### config.mk
export PLATFORM = sky130hd
export DESIGN_NAME = lcd_multiplex_waveform_driver_unit
export DESIGN_NICKNAME = d
export VERILOG_FILES = /design/src/design/lcd_mwd_pkg.sv /design/src/design/lcd_mwd_ctrl.sv /design/src/design/lcd_mwd_datapath.sv /design/src/design/lcd_multiplex_waveform_driver_unit.sv
export SDC_FILE = /design/constraint.sdc
export NUM_CORES = 1
export LEC_CHECK = 0
export BUFFER_PORTS_ARGS = -buffer_cell sky130_fd_sc_hd__buf_4
export CAP_MARGIN = 5
export CORE_ASPECT_RATIO = 0.7
export CORE_MARGIN = 8
export CORE_UTILIZATION = 36
export DETAILED_ROUTE_END_ITERATION = 12
export SLEW_MARGIN = 20
export SYNTH_ARGS = -nofsm -noshare
export SYNTH_HDL_FRONTEND = slang
export SYNTH_HIERARCHICAL = 1
export SYNTH_SLANG_ARGS = --single-unit
### constraint.sdc
create_clock -name clk -period 6.7 [get_ports clk]
set_input_delay 0 -clock clk [delete_from_list [all_inputs] [get_ports clk]]
set_output_delay 0 -clock clk [all_outputs]
set_load 0.01 [all_outputs]
### src/design/lcd_mwd_pkg.sv
// ----------------------------------------------------------------------------
// LCD multiplex waveform driver package
// Shared types, register indexes, the drive waveform table and small decoders.
// ----------------------------------------------------------------------------
package lcd_mwd_pkg;

  localparam int NUM_SEGMENTS_DEF = 24;
  localparam int SEG_W            = 24;
  localparam int NUM_COMMONS      = 4;
  localparam int IDX_W            = 4;
  localparam int VAL_W            = 8;
  localparam int CFG_IDX_W        = 2;
  localparam int CFG_DATA_W       = 24;
  localparam int ROWS             = 4;
  localparam int LVL_W            = 2;
  localparam int PH_W             = 3;
  localparam int TAB_W            = 27;

  localparam logic [1:0] MAX_MUX = 2'(NUM_COMMONS - 1);

  // Columns of a waveform table row: commons 0..3, then on and off levels.
  localparam logic [2:0] COL_ON  = 3'd4;
  localparam logic [2:0] COL_OFF = 3'd5;

  typedef enum logic [CFG_IDX_W-1:0] {
    REG_LCD_ENABLE      = 2'd0,
    REG_MUX_SELECT      = 2'd1,
    REG_WAVEFORM_TYPE_B = 2'd2,
    REG_SEGMENT_ENABLE  = 2'd3
  } cfg_reg_t;

  typedef enum logic {
    OP_TICK  = 1'b0,
    OP_WRITE = 1'b1
  } op_t;

  // Commands from the controller to the datapath.
  typedef struct packed {
    logic running;
    logic start;
    logic drive;
    logic stop;
    logic write;
    logic load;
  } cmd_t;

  // Status from the datapath to the controller.
  typedef struct packed {
    logic lcd_enable;
    logic frame_end;
  } status_t;

  typedef struct packed {
    logic       hit;
    logic [1:0] row;
    logic [1:0] lane;
  } idx_dec_t;

  // One octal digit per phase, phase 0 in the most significant used digit.
  localparam logic [TAB_W-1:0] WAVE_TAB [2][4][6] = '{
    '{
      '{27'o003,       27'o0,         27'o0,         27'o0,
        27'o030,       27'o003},
      '{27'o00321,     27'o02103,     27'o0,         27'o0,
        27'o03030,     27'o01212},
      '{27'o0032121,   27'o0210321,   27'o0212103,   27'o0,
        27'o0303030,   27'o0121212},
      '{27'o003212121, 27'o021032121, 27'o021210321, 27'o021212103,
        27'o030303030, 27'o012121212}
    },
    '{
      '{27'o003,       27'o0,         27'o0,         27'o0,
        27'o030,       27'o003},
      '{27'o00231,     27'o02013,     27'o0,         27'o0,
        27'o03300,     27'o01122},
      '{27'o0022311,   27'o0202131,   27'o0220113,   27'o0,
        27'o0333000,   27'o0111222},
      '{27'o002223111, 27'o020221311, 27'o022021131, 27'o022201113,
        27'o033330000, 27'o011112222}
    }
  };

  function automatic logic [LVL_W-1:0] wave_level(input logic       type_b,
                                                   input logic [1:0] mux,
                                                   input logic [2:0] col,
                                                   input logic [4:0] shift);
    logic [TAB_W-1:0] word;
    word = WAVE_TAB[type_b][mux][col];
    return LVL_W'(word >> shift);
  endfunction

  // Data register number to row (common) and byte lane.
  function automatic idx_dec_t decode_index(input logic [IDX_W-1:0] idx);
    idx_dec_t d;
    d.hit = 1'b1;
    unique case (idx)
      4'd0:    begin d.row = 2'd0; d.lane = 2'd0; end
      4'd1:    begin d.row = 2'd0; d.lane = 2'd1; end
      4'd2:    begin d.row = 2'd0; d.lane = 2'd2; end
      4'd3:    begin d.row = 2'd1; d.lane = 2'd0; end
      4'd4:    begin d.row = 2'd1; d.lane = 2'd1; end
      4'd5:    begin d.row = 2'd1; d.lane = 2'd2; end
      4'd6:    begin d.row = 2'd2; d.lane = 2'd0; end
      4'd7:    begin d.row = 2'd2; d.lane = 2'd1; end
      4'd8:    begin d.row = 2'd2; d.lane = 2'd2; end
      4'd9:    begin d.row = 2'd3; d.lane = 2'd0; end
      4'd10:   begin d.row = 2'd3; d.lane = 2'd1; end
      4'd11:   begin d.row = 2'd3; d.lane = 2'd2; end
      default: begin d.hit = 1'b0; d.row = 2'd0; d.lane = 2'd0; end
    endcase
    return d;
  endfunction

endpackage

### src/design/lcd_mwd_ctrl.sv
// ----------------------------------------------------------------------------
// LCD multiplex waveform driver controller
// Run/stop state machine, item handshake and result valid register.
// ----------------------------------------------------------------------------
module lcd_mwd_ctrl (
  input  logic                  clk,
  input  logic                  rst_n,
  input  logic                  in_valid,
  output logic                  in_stall,
  input  logic                  in_op,
  output logic                  out_valid,
  input  logic                  out_stall,
  input  lcd_mwd_pkg::status_t  status,
  output lcd_mwd_pkg::cmd_t     cmd
);

  typedef enum logic {
    ST_STOPPED,
    ST_RUNNING
  } state_t;

  state_t state_r, state_nxt;
  logic   out_valid_r, out_valid_nxt;
  logic   accept, tick;

  // The result register frees up in the same cycle that its transfer completes.
  assign in_stall  = out_valid_r & out_stall;
  assign out_valid = out_valid_r;
  assign accept    = in_valid & ~in_stall;
  assign tick      = accept & (in_op == lcd_mwd_pkg::OP_TICK);

  always_comb begin
    cmd.running = (state_r == ST_RUNNING);
    cmd.start   = tick & (state_r == ST_STOPPED) & status.lcd_enable;
    cmd.drive   = tick & ((state_r == ST_RUNNING) | status.lcd_enable);
    cmd.stop    = cmd.drive & status.frame_end & ~status.lcd_enable;
    cmd.write   = accept & (in_op == lcd_mwd_pkg::OP_WRITE);
    cmd.load    = accept;

    state_nxt = state_r;
    unique case (state_r)
      ST_STOPPED: begin
        if (cmd.start) state_nxt = ST_RUNNING;
      end
      ST_RUNNING: begin
        if (cmd.stop) state_nxt = ST_STOPPED;
      end
      default: state_nxt = ST_STOPPED;
    endcase

    out_valid_nxt = out_valid_r;
    if (accept) out_valid_nxt = 1'b1;
    else if (out_valid_r && !out_stall) out_valid_nxt = 1'b0;
  end

  always_ff @(posedge clk) begin
    if (!rst_n) begin
      state_r     <= ST_STOPPED;
      out_valid_r <= 1'b0;
    end else begin
      state_r     <= state_nxt;
      out_valid_r <= out_valid_nxt;
    end
  end

endmodule

### src/design/lcd_mwd_datapath.sv
// ----------------------------------------------------------------------------
// LCD multiplex waveform driver datapath
// Configuration registers, data and hold stores, phase logic and result register.
// ----------------------------------------------------------------------------
module lcd_mwd_datapath #(
  parameter int NUM_SEGMENTS = lcd_mwd_pkg::NUM_SEGMENTS_DEF
) (
  input  logic                                  clk,
  input  logic                                  rst_n,
  input  logic                                  cfg_valid,
  output logic                                  cfg_ready,
  input  logic [lcd_mwd_pkg::CFG_IDX_W-1:0]     cfg_index,
  input  logic [lcd_mwd_pkg::CFG_DATA_W-1:0]    cfg_data,
  input  logic [lcd_mwd_pkg::IDX_W-1:0]         in_data_index,
  input  logic [lcd_mwd_pkg::VAL_W-1:0]         in_data_value,
  input  lcd_mwd_pkg::cmd_t                     cmd,
  output lcd_mwd_pkg::status_t                  status,
  output logic [lcd_mwd_pkg::LVL_W-1:0]         out_com0_level,
  output logic [lcd_mwd_pkg::LVL_W-1:0]         out_com1_level,
  output logic [lcd_mwd_pkg::LVL_W-1:0]         out_com2_level,
  output logic [lcd_mwd_pkg::LVL_W-1:0]         out_com3_level,
  output logic [lcd_mwd_pkg::LVL_W-1:0]         out_on_level,
  output logic [lcd_mwd_pkg::LVL_W-1:0]         out_off_level,
  output logic [lcd_mwd_pkg::SEG_W-1:0]         out_seg_on,
  output logic [lcd_mwd_pkg::PH_W-1:0]          out_phase_now,
  output logic                                  out_frame_irq,
  output logic                                  out_write_error,
  output logic                                  out_drive_valid
);

  localparam int LW = lcd_mwd_pkg::LVL_W;

  // Configuration registers.
  logic                    lcd_enable_r;
  logic [1:0]              mux_select_r;
  logic                    type_b_r;
  logic [NUM_SEGMENTS-1:0] seg_en_r;

  // Running state.
  logic [lcd_mwd_pkg::PH_W-1:0] phase_r, phase_nxt;
  logic                         window_r, window_nxt;
  logic [1:0]                   act_mux_r, act_mux_nxt;
  logic                         act_b_r, act_b_nxt;
  logic [NUM_SEGMENTS-1:0]      data_r [lcd_mwd_pkg::ROWS];
  logic [NUM_SEGMENTS-1:0]      data_nxt [lcd_mwd_pkg::ROWS];
  logic [NUM_SEGMENTS-1:0]      hold_r [lcd_mwd_pkg::ROWS];
  logic [NUM_SEGMENTS-1:0]      hold_nxt [lcd_mwd_pkg::ROWS];

  // Result register.
  logic [LW-1:0]                com_r [lcd_mwd_pkg::NUM_COMMONS];
  logic [LW-1:0]                on_r, off_r;
  logic [lcd_mwd_pkg::SEG_W-1:0] seg_r;
  logic [lcd_mwd_pkg::PH_W-1:0] ph_out_r;
  logic                         irq_r, err_r, drv_r;

  // Phase logic.
  logic [1:0]              mux_clamp, eff_mux;
  logic                    eff_b;
  logic [2:0]              mux1;
  logic [3:0]              np, rem;
  logic [4:0]              shift;
  logic [2:0]              ph_raw, ph, sub3;
  logic [1:0]              sub;
  logic                    mid, frame_end;
  logic [NUM_SEGMENTS-1:0] row_sel;
  logic [LW-1:0]           com_lvl [lcd_mwd_pkg::NUM_COMMONS];
  logic [LW-1:0]           on_lvl, off_lvl;
  lcd_mwd_pkg::idx_dec_t   dec;
  logic                    write_ok, write_err;

  assign cfg_ready = 1'b1;

  always_ff @(posedge clk) begin
    if (!rst_n) begin
      lcd_enable_r <= 1'b0;
      mux_select_r <= 2'd0;
      type_b_r     <= 1'b0;
      seg_en_r     <= '0;
    end else if (cfg_valid && cfg_ready) begin
      unique case (lcd_mwd_pkg::cfg_reg_t'(cfg_index))
        lcd_mwd_pkg::REG_LCD_ENABLE:      lcd_enable_r <= cfg_data[0];
        lcd_mwd_pkg::REG_MUX_SELECT:      mux_select_r <= cfg_data[1:0];
        lcd_mwd_pkg::REG_WAVEFORM_TYPE_B: type_b_r     <= cfg_data[0];
        lcd_mwd_pkg::REG_SEGMENT_ENABLE:  seg_en_r     <= cfg_data[NUM_SEGMENTS-1:0];
        default: ;
      endcase
    end
  end

  always_comb begin
    mux_clamp = (mux_select_r > lcd_mwd_pkg::MAX_MUX) ? lcd_mwd_pkg::MAX_MUX : mux_select_r;
    eff_mux   = cmd.start ? mux_clamp : act_mux_r;
    eff_b     = cmd.start ? type_b_r : act_b_r;
    mux1      = {1'b0, eff_mux} + 3'd1;
    np        = {mux1, 1'b0};
    ph_raw    = cmd.start ? '0 : phase_r;
    ph        = ({1'b0, ph_raw} >= np) ? '0 : ph_raw;
    rem       = np - 4'd1 - {1'b0, ph};
    shift     = {1'b0, rem} + {rem, 1'b0};
    sub3      = eff_b ? ((ph >= mux1) ? (ph - mux1) : ph) : (ph >> 1);
    sub       = sub3[1:0];
    mid       = eff_b && (ph == mux1);
    frame_end = (({1'b0, ph} + 4'd1) == np);

    for (int c = 0; c < lcd_mwd_pkg::NUM_COMMONS; c++) begin
      com_lvl[c] = (2'(c) <= eff_mux) ? lcd_mwd_pkg::wave_level(eff_b, eff_mux, 3'(c), shift)
                                      : '0;
    end
    on_lvl  = lcd_mwd_pkg::wave_level(eff_b, eff_mux, lcd_mwd_pkg::COL_ON, shift);
    off_lvl = lcd_mwd_pkg::wave_level(eff_b, eff_mux, lcd_mwd_pkg::COL_OFF, shift);
    // At start the hold store is refreshed in this same tick, so read the data store.
    row_sel = cmd.start ? data_r[sub] : hold_r[sub];

    dec       = lcd_mwd_pkg::decode_index(in_data_index);
    write_ok  = (!lcd_enable_r && !cmd.running) || window_r || (act_mux_r == 2'd0);
    write_err = cmd.write && dec.hit && !write_ok;

    phase_nxt   = phase_r;
    window_nxt  = window_r;
    act_mux_nxt = act_mux_r;
    act_b_nxt   = act_b_r;
    data_nxt    = data_r;
    hold_nxt    = hold_r;

    if (cmd.start) begin
      act_mux_nxt = mux_clamp;
      act_b_nxt   = type_b_r;
      if (!type_b_r) window_nxt = 1'b1;
    end
    if (cmd.drive) begin
      if (mid) window_nxt = 1'b1;
      phase_nxt = frame_end ? '0 : ph + 3'd1;
      if (frame_end || cmd.start) hold_nxt = data_r;
      if (frame_end && eff_b) window_nxt = 1'b0;
    end
    if (cmd.stop) window_nxt = 1'b1;

    if (cmd.write && dec.hit && write_ok) begin
      for (int j = 0; j < NUM_SEGMENTS; j++) begin
        if (2'(j / 8) == dec.lane) data_nxt[dec.row][j] = in_data_value[j % 8];
      end
    end
  end

  assign status.lcd_enable = lcd_enable_r;
  assign status.frame_end  = frame_end;

  always_ff @(posedge clk) begin
    if (!rst_n) begin
      phase_r   <= '0;
      window_r  <= 1'b1;
      act_mux_r <= 2'd0;
      act_b_r   <= 1'b0;
      for (int r = 0; r < lcd_mwd_pkg::ROWS; r++) begin
        data_r[r] <= '0;
        hold_r[r] <= '0;
      end
    end else begin
      phase_r   <= phase_nxt;
      window_r  <= window_nxt;
      act_mux_r <= act_mux_nxt;
      act_b_r   <= act_b_nxt;
      data_r    <= data_nxt;
      hold_r    <= hold_nxt;
    end
  end

  always_ff @(posedge clk) begin
    if (cmd.load) begin
      for (int c = 0; c < lcd_mwd_pkg::NUM_COMMONS; c++) begin
        com_r[c] <= cmd.drive ? com_lvl[c] : '0;
      end
      on_r     <= cmd.drive ? on_lvl : '0;
      off_r    <= cmd.drive ? off_lvl : '0;
      seg_r    <= cmd.drive ? lcd_mwd_pkg::SEG_W'(row_sel & seg_en_r) : '0;
      ph_out_r <= cmd.drive ? ph : '0;
      irq_r    <= cmd.drive && (mid || cmd.stop);
      err_r    <= write_err;
      drv_r    <= cmd.drive;
    end
  end

  assign out_com0_level  = com_r[0];
  assign out_com1_level  = com_r[1];
  assign out_com2_level  = com_r[2];
  assign out_com3_level  = com_r[3];
  assign out_on_level    = on_r;
  assign out_off_level   = off_r;
  assign out_seg_on      = seg_r;
  assign out_phase_now   = ph_out_r;
  assign out_frame_irq   = irq_r;
  assign out_write_error = err_r;
  assign out_drive_valid = drv_r;

endmodule

### src/design/lcd_multiplex_waveform_driver_unit.sv
// ----------------------------------------------------------------------------
// LCD multiplex waveform driver unit
// Segment LCD phase and level generator with double-buffered segment data.
// ----------------------------------------------------------------------------
// Usage. Items arrive on the in_ channel: a tick (in_op clear) drives one
// phase of a frame of 2*(mux+1) phases if enabled or running; a write
// (in_op set) loads one byte of the twelve data registers. Every item gives
// exactly one result on the out_ channel, carrying the bias level index of
// each common, the on and off levels, the set of enabled segments at the on
// level and the interrupt and write error flags. Items are accepted where
// valid is high and stall low. The configuration registers are written over
// the cfg_ channel, which is always ready; they are to be written only while
// the unit has no transfer outstanding.
// Timing: a result is registered in the cycle after its item is accepted,
// and one item is taken every cycle unless in_stall holds it. The result
// register is the only buffering: while it holds a result that the receiver
// stalls, in_stall is raised and the next item waits; when that transfer
// completes, a new item is accepted in the same cycle.
// Reset (rst_n low, synchronous) stops the display, opens the write window,
// clears the data and hold stores and the configuration, and empties the
// result register.
// ----------------------------------------------------------------------------
module lcd_multiplex_waveform_driver_unit #(
  parameter int NUM_SEGMENTS = lcd_mwd_pkg::NUM_SEGMENTS_DEF
) (
  input  logic                                  clk,
  input  logic                                  rst_n,
  input  logic                                  cfg_valid,
  output logic                                  cfg_ready,
  input  logic [lcd_mwd_pkg::CFG_IDX_W-1:0]     cfg_index,
  input  logic [lcd_mwd_pkg::CFG_DATA_W-1:0]    cfg_data,
  input  logic                                  in_valid,
  output logic                                  in_stall,
  input  logic                                  in_op,
  input  logic [lcd_mwd_pkg::IDX_W-1:0]         in_data_index,
  input  logic [lcd_mwd_pkg::VAL_W-1:0]         in_data_value,
  output logic                                  out_valid,
  input  logic                                  out_stall,
  output logic [lcd_mwd_pkg::LVL_W-1:0]         out_com0_level,
  output logic [lcd_mwd_pkg::LVL_W-1:0]         out_com1_level,
  output logic [lcd_mwd_pkg::LVL_W-1:0]         out_com2_level,
  output logic [lcd_mwd_pkg::LVL_W-1:0]         out_com3_level,
  output logic [lcd_mwd_pkg::LVL_W-1:0]         out_on_level,
  output logic [lcd_mwd_pkg::LVL_W-1:0]         out_off_level,
  output logic [lcd_mwd_pkg::SEG_W-1:0]         out_seg_on,
  output logic [lcd_mwd_pkg::PH_W-1:0]          out_phase_now,
  output logic                                  out_frame_irq,
  output logic                                  out_write_error,
  output logic                                  out_drive_valid
);

  // The controller owns the run/stop state and the handshake; the datapath
  // owns every register that holds data, phase and the write window.
  lcd_mwd_pkg::cmd_t    cmd;
  lcd_mwd_pkg::status_t status;

  lcd_mwd_ctrl u_ctrl (
    .clk       (clk),
    .rst_n     (rst_n),
    .in_valid  (in_valid),
    .in_stall  (in_stall),
    .in_op     (in_op),
    .out_valid (out_valid),
    .out_stall (out_stall),
    .status    (status),
    .cmd       (cmd)
  );

  lcd_mwd_datapath #(
    .NUM_SEGMENTS (NUM_SEGMENTS)
  ) u_datapath (
    .clk             (clk),
    .rst_n           (rst_n),
    .cfg_valid       (cfg_valid),
    .cfg_ready       (cfg_ready),
    .cfg_index       (cfg_index),
    .cfg_data        (cfg_data),
    .in_data_index   (in_data_index),
    .in_data_value   (in_data_value),
    .cmd             (cmd),
    .status          (status),
    .out_com0_level  (out_com0_level),
    .out_com1_level  (out_com1_level),
    .out_com2_level  (out_com2_level),
    .out_com3_level  (out_com3_level),
    .out_on_level    (out_on_level),
    .out_off_level   (out_off_level),
    .out_seg_on      (out_seg_on),
    .out_phase_now   (out_phase_now),
    .out_frame_irq   (out_frame_irq),
    .out_write_error (out_write_error),
    .out_drive_valid (out_drive_valid)
  );

endmodule

* Word level (Yosys, flattened, before mapping) *
Memories as Yosys holds them, arrays and structs flattened.
Index checks and enable logic that the tools add are counted.

operators by class
  add/sub/neg operators = 7
  $lt $le $gt $ge = 12
  eq/ne operators = 18
  shifts and indexed selects = 6
  mux-type cells = 162
  bitwise logic cells = 20
  reductions and logical operators = 29

operator list
  cell                                                                    number
  96-bit two-way mux                                                      47
  96-bit bitwise mux                                                      24
  648-bit two-way mux                                                     2
  24-bit demux with 2-bit select                                          24
  466-bit two-way mux                                                     1
  162-bit binary-select mux with 2-bit select                             1
  162-bit two-way mux                                                     2
  27-bit by 5-bit right shift with 2-bit output                           6
  24-bit two-way mux                                                      6
  24-bit binary-select mux with 2-bit select                              2
  4-bit one-hot mux with 11 select lines                                  1
  2-bit two-way mux                                                       13
  24-bit AND                                                              1
  23-bit two-way mux                                                      1
  22-bit two-way mux                                                      1
  21-bit two-way mux                                                      1
  20-bit two-way mux                                                      1
  19-bit two-way mux                                                      1
  18-bit two-way mux                                                      1
  17-bit two-way mux                                                      1
  4-bit by 3-bit equality test with 1-bit output (second input constant)  4
  4-bit equality test (second input constant)                             4
  16-bit two-way mux                                                      1
  15-bit two-way mux                                                      1
  other kinds (51)                                                        107

word-level totals
  register bits after elaboration = 263
  memory bits (writable) = 8
  bits of input ports = 44
  output and inout port bits = 45
  logic and storage cells = 280
  memories kept = 1

memories
  memory            words  width  rd ports  clocked after memory_dff  wr ports  line                    text
  u_datapath.com_r  4      2      4         0                         4         lcd_mwd_datapath.sv:50  logic [LW-1:0] com_r [lcd_mwd_pkg::NUM_COMMONS];

* Longest topological paths before layout *
  depth in word-level cells = 78
  depth in mapped cells = 27
  gate-level depth less buffers = 22

* Cells and area by module *
Netlist, hierarchy kept.

modules (own cells, without submodules)
  module            instances  cells each  area an instance (µm²)
  lcd_mwd_datapath  1          1721        14323.7
  lcd_mwd_ctrl      1          18          153.9

* Worst setup path before layout *
OpenSTA, ideal clock, no wires.

  path kind = flip-flop to flip-flop
  start point = register u_ctrl.out_valid_r (netlist: u_ctrl/out_valid)
  end point = memory u_datapath/com_r[0][0] (netlist bit) (data pin)
  setup time = 0.256 ns
  arrival time = 5.188 ns
  data required time = 6.444 ns
  path slack = 1.256 ns
  stages on the path, launching flop included = 22
  path buffers = 4
  path through = dfxtp_1 -> a21bo_4 -> clkinv_2 -> nand3_2 -> nor2_1 -> buf_4 -> mux2i_1 -> clkbuf_1 -> ha_1 -> inv_1 -> ha_1 -> nor2_1 -> a311o_1 -> nand2_1 -> ha_1 -> ha_1 -> fa_1 -> clkbuf_1 -> clkbuf_1 -> nand2_1 -> a221o_1 -> a31o_2

RTL lines
  element                 line                    text
  from (decl)             lcd_mwd_ctrl.sv:23      logic out_valid_r, out_valid_nxt;
  from (signal assigned)  lcd_mwd_ctrl.sv:62      out_valid_r <= out_valid_nxt;
  to (decl)               lcd_mwd_datapath.sv:50

==> flow_metrics.py <==
metrics = {
    "final_layout": {
        "nets": 1830,
        "regArea_um2": 5850,
        "fill_cells": 3964,
        "post-route-util_pct": 42.7,
        "layout_common_cells": "229 x dfxtp_1, 218 x a21oi_1, 192 x nand2_1",
        "multi_input_area_um2": 7860,
        "areaGrowthSynthToFinish_pct": 17.1,
        "diodes": 0,
        "drive_gt1_share_pct": 13.4,
        "layout_commonest_cell": "dfxtp_1",
    },
    "routing": {
        "ant_nets": 0,
        "num_vias": 14380,
        "dr.pass1.iters": 5,
        "wl_per_cell_um": 24.5,
        "routed_wl_mm": 56.9,
        "drtIter0Drc": 1907,
        "drc": 0,
        "viasPerCell": 6.18,
    },
    "global_routing": {
        "antenna_found_initial": 0,
        "grt_max_degree": 119,
        "grt_pass1_wl_mm": 86.0,
        "grt.total_usage_pct": 22.9,
        "overflow": 0,
        "first_global_vias": 13375,
    },
    "sta": {
        "slew_violations": 0,
        "tightest_slew_ns": 1.15,
        "setup_viol": 0,
        "setup_tns_ns": 0,
        "rsz0062_at_grt": "false",
        "hold_viol": 0,
        "slew_headroom_pct": 23.3,
        "min_period_over_period_pct": 93.0,
        "skew_ns": 0.0120,
        "layout_min_cycle_time_ns": 6.23,
        "max_freq_mhz": 160,
    },
    "clock_tree": {
        "root_buffer": "clkbuf_16",
        "post_cts_buffers": 0,
        "cts_tree": "done",
        "numCtsBuffers": 30,
        "cts.hold.buffers_added": 48,
        "cts-resized-gates": 0,
        "clk_pin_slew_ns": 0.06,
        "clock-sinks": 271,
        "cts_buffer_depth": 3,
        "cts.htree.levels": 1,
        "clock_latency_ns": 0.57,
    },
    "setup_path": {
        "cp.arrival_ns": 6.60,
        "crit_path_start_kind": "flip-flop",
        "crit_top_cell": "ha_1",
        "slowest_delay_ns": 0.92,
        "crit_fanout": 16,
        "crit_type": "reg2reg",
        "crit_chain": "a21bo_4, clkinv_2, nand3_2, nor2_2, mux2_2, inv_1, ha_1, inv_1, ha_1, nor2_1, a311o_1, nand2_1, ha_1, ha_1, fa_1, buf_4, nand2_1, o32ai_1, nand3_1, o41ai_1",
        "endpoint_kind": "flip-flop",
        "critPathSlowestCell": "fa_1",
        "crit_required_ns": 7.07,
    },
    "synth": {
        "syn_nets": 1803,
        "synth-edff-count": 42,
        "synth_area_leaders": "dfxtp_1 32%, edfxtp_1 8.7%, a21oi_1 7.5%, o211ai_1 5.6%, nand2_1 5.0%",
        "synth_area_um2": 14500,
        "synth.distinct_cells": 81,
        "ys_warn_count": 6,
        "ys_dominant_reg_cell": "dfxtp_1",
        "synth_top_area_cell": "dfxtp_1",
        "async_reset_ff_share_pct": 0,
        "ys_seq_elements": 271,
        "synth_cells": 1739,
        "syn_avg_cell_area_um2": 8.33,
        "ys_seq_area_share_pct": 40.4,
        "synth_top_area_share_pct": 31.7,
    },
    "die": {
        "std_cell_rows": 61,
        "initial_utilization_pct": 36.5,
        "die_w_um": 256,
        "fp.dieH_um": 184,
        "die-area_um2": 47000,
        "core_region_area_um2": 39700,
        "io_pins": 89,
    },
    "placed_design": {
        "routabilityCongestion": 0.934,
        "port_buffers": 87,
        "dp_hpwl_mm": 36.4,
    },
    "power": {
        "peakVddDrop_v": 0.000179,
        "power_density_nw_per_um2": 212,
        "p_leak_uw": 0.00587,
    },
    "job": {
        "maxCapViolCount": 0,
    },
    "worst_hold_path": {
        "min_path_type": "in2reg",
    },
    "status": {
        "status": "completed",
    },
}
==> power breakdown <==
part	switching, uW	total (uW)	internal (uW)	leakage (uW)
logic	128	201	72.8	0.00310
clock network	703	1700	1000	0.000499
registers	15.5	1690	1670	0.00227
total	847	3590	2740	0.00587
==> cells by family after synthesis <==
family / Yosys count / share of synthesized area [%]
compound gates: 675 / 30.7
xor+xnor: 12 / 0.726
fa+ha+maj: 20 / 1.78
buf+inv: 203 / 5.85
flops: 271 / 40.4
mux: 62 / 4.31
other cells: 1 / 0.0259
simple gates: 495 / 16.3
==> flip-flops by register name, summed over array words and instances, names as in the netlist <==
name	cells
u_ctrl/out_valid	1
u_ctrl/state_r	1
u_datapath/act_b_r	1
u_datapath/act_mux_r	2
u_datapath/com_r	8
u_datapath/data_r	96
u_datapath/hold_r	96
u_datapath/lcd_enable_r	1
u_datapath/mux_select_r	2
u_datapath/out_drive_valid	1
u_datapath/out_frame_irq	1
u_datapath/out_off_level	2
u_datapath/out_on_level	2
u_datapath/out_phase_now	3
u_datapath/out_seg_on	24
u_datapath/out_write_error	1
u_datapath/phase_r	3
u_datapath/seg_en_r	24
u_datapath/type_b_r	1
u_datapath/window_r	1
==> Yosys cell counts, types with 6 or more instances <==
master,n
mux2i_1,59
buf_2,19
inv_1,15
xor2_1,8
a21oi_1,218
a2111oi_2,21
nand2b_1,8
buf_4,9
a211oi_1,52
dfxtp_1,229
edfxtp_1,42
o21ai_1,31
a311oi_1,7
buf_1,14
nand3_1,109
o211ai_1,108
o31ai_1,7
o21ai_0,133
and3_1,56
a31oi_1,12
nor4_1,7
o221ai_1,6
ha_1,19
nor2_1,68
a41o_1,22
nor3_1,12
nor2b_1,9
clkbuf_1,136
nand2_1,193
==> worst max-delay path: cells and delay by family (launching register included) <==
| family | cells | cell delay, ns |
|---|---|---|
| simple gates | 6 | 1.25 |
| fa+ha+maj | 5 | 2.12 |
| buf+inv | 4 | 0.59 |
| compound gates | 4 | 1.25 |
| flops | 1 | 0.33 |
| mux | 1 | 0.48 |
==> final cells by class <==
cell class / instances / share of cell area (%)
Clock inverter: 13 / 0.708
Multi-Input combinational cell: 1265 / 46.4
Sequential cell: 271 / 34.5
Inverter: 20 / 0.480
Clock buffer: 43 / 5.26
Tap cell: 535 / 3.95
Timing Repair Buffer: 178 / 8.76
==> per-layer routing <==
layer  vias to the layer above  routed length (um)  track usage (%)
met5                         -                   0                0
li1                       6543                   -                -
met3                        68                6360             6.73
met4                         0                1210             5.09
met2                       784               22800             31.3
met1                      6985               26500             34.5
==> path summary, 6_finish.rpt <==
path	start	endpoint	slack [ns]	cells after the start
max	u_ctrl/out_valid	u_datapath/out_off_level[1]	0.47	20
min	in_data_index[1]	u_datapath/data_r[30]	0.04	4
max reg2reg	u_ctrl/out_valid	u_datapath/out_off_level[1]	0.47	20
min reg2reg	u_datapath/seg_en_r[12]	u_datapath/seg_en_r[12]	0.46	2
==> per-stage QoR <==
stage	hold WS (ns)	std cells	total power, uW	setup WS, ns	cell area [um2]
after global placement	0.220	2221	1900	0.761	15500
after global routing	0.0503	2325	3690	0.204	17000
after CTS	0.0213	2325	3610	0.628	17000
final	0.0428	2325	3590	0.467	17000
after floorplan	0.118	1739	1810	1.26	14500
after detailed placement	0.247	2221	1900	0.643	15500
Power figures use the tool's default switching activity.
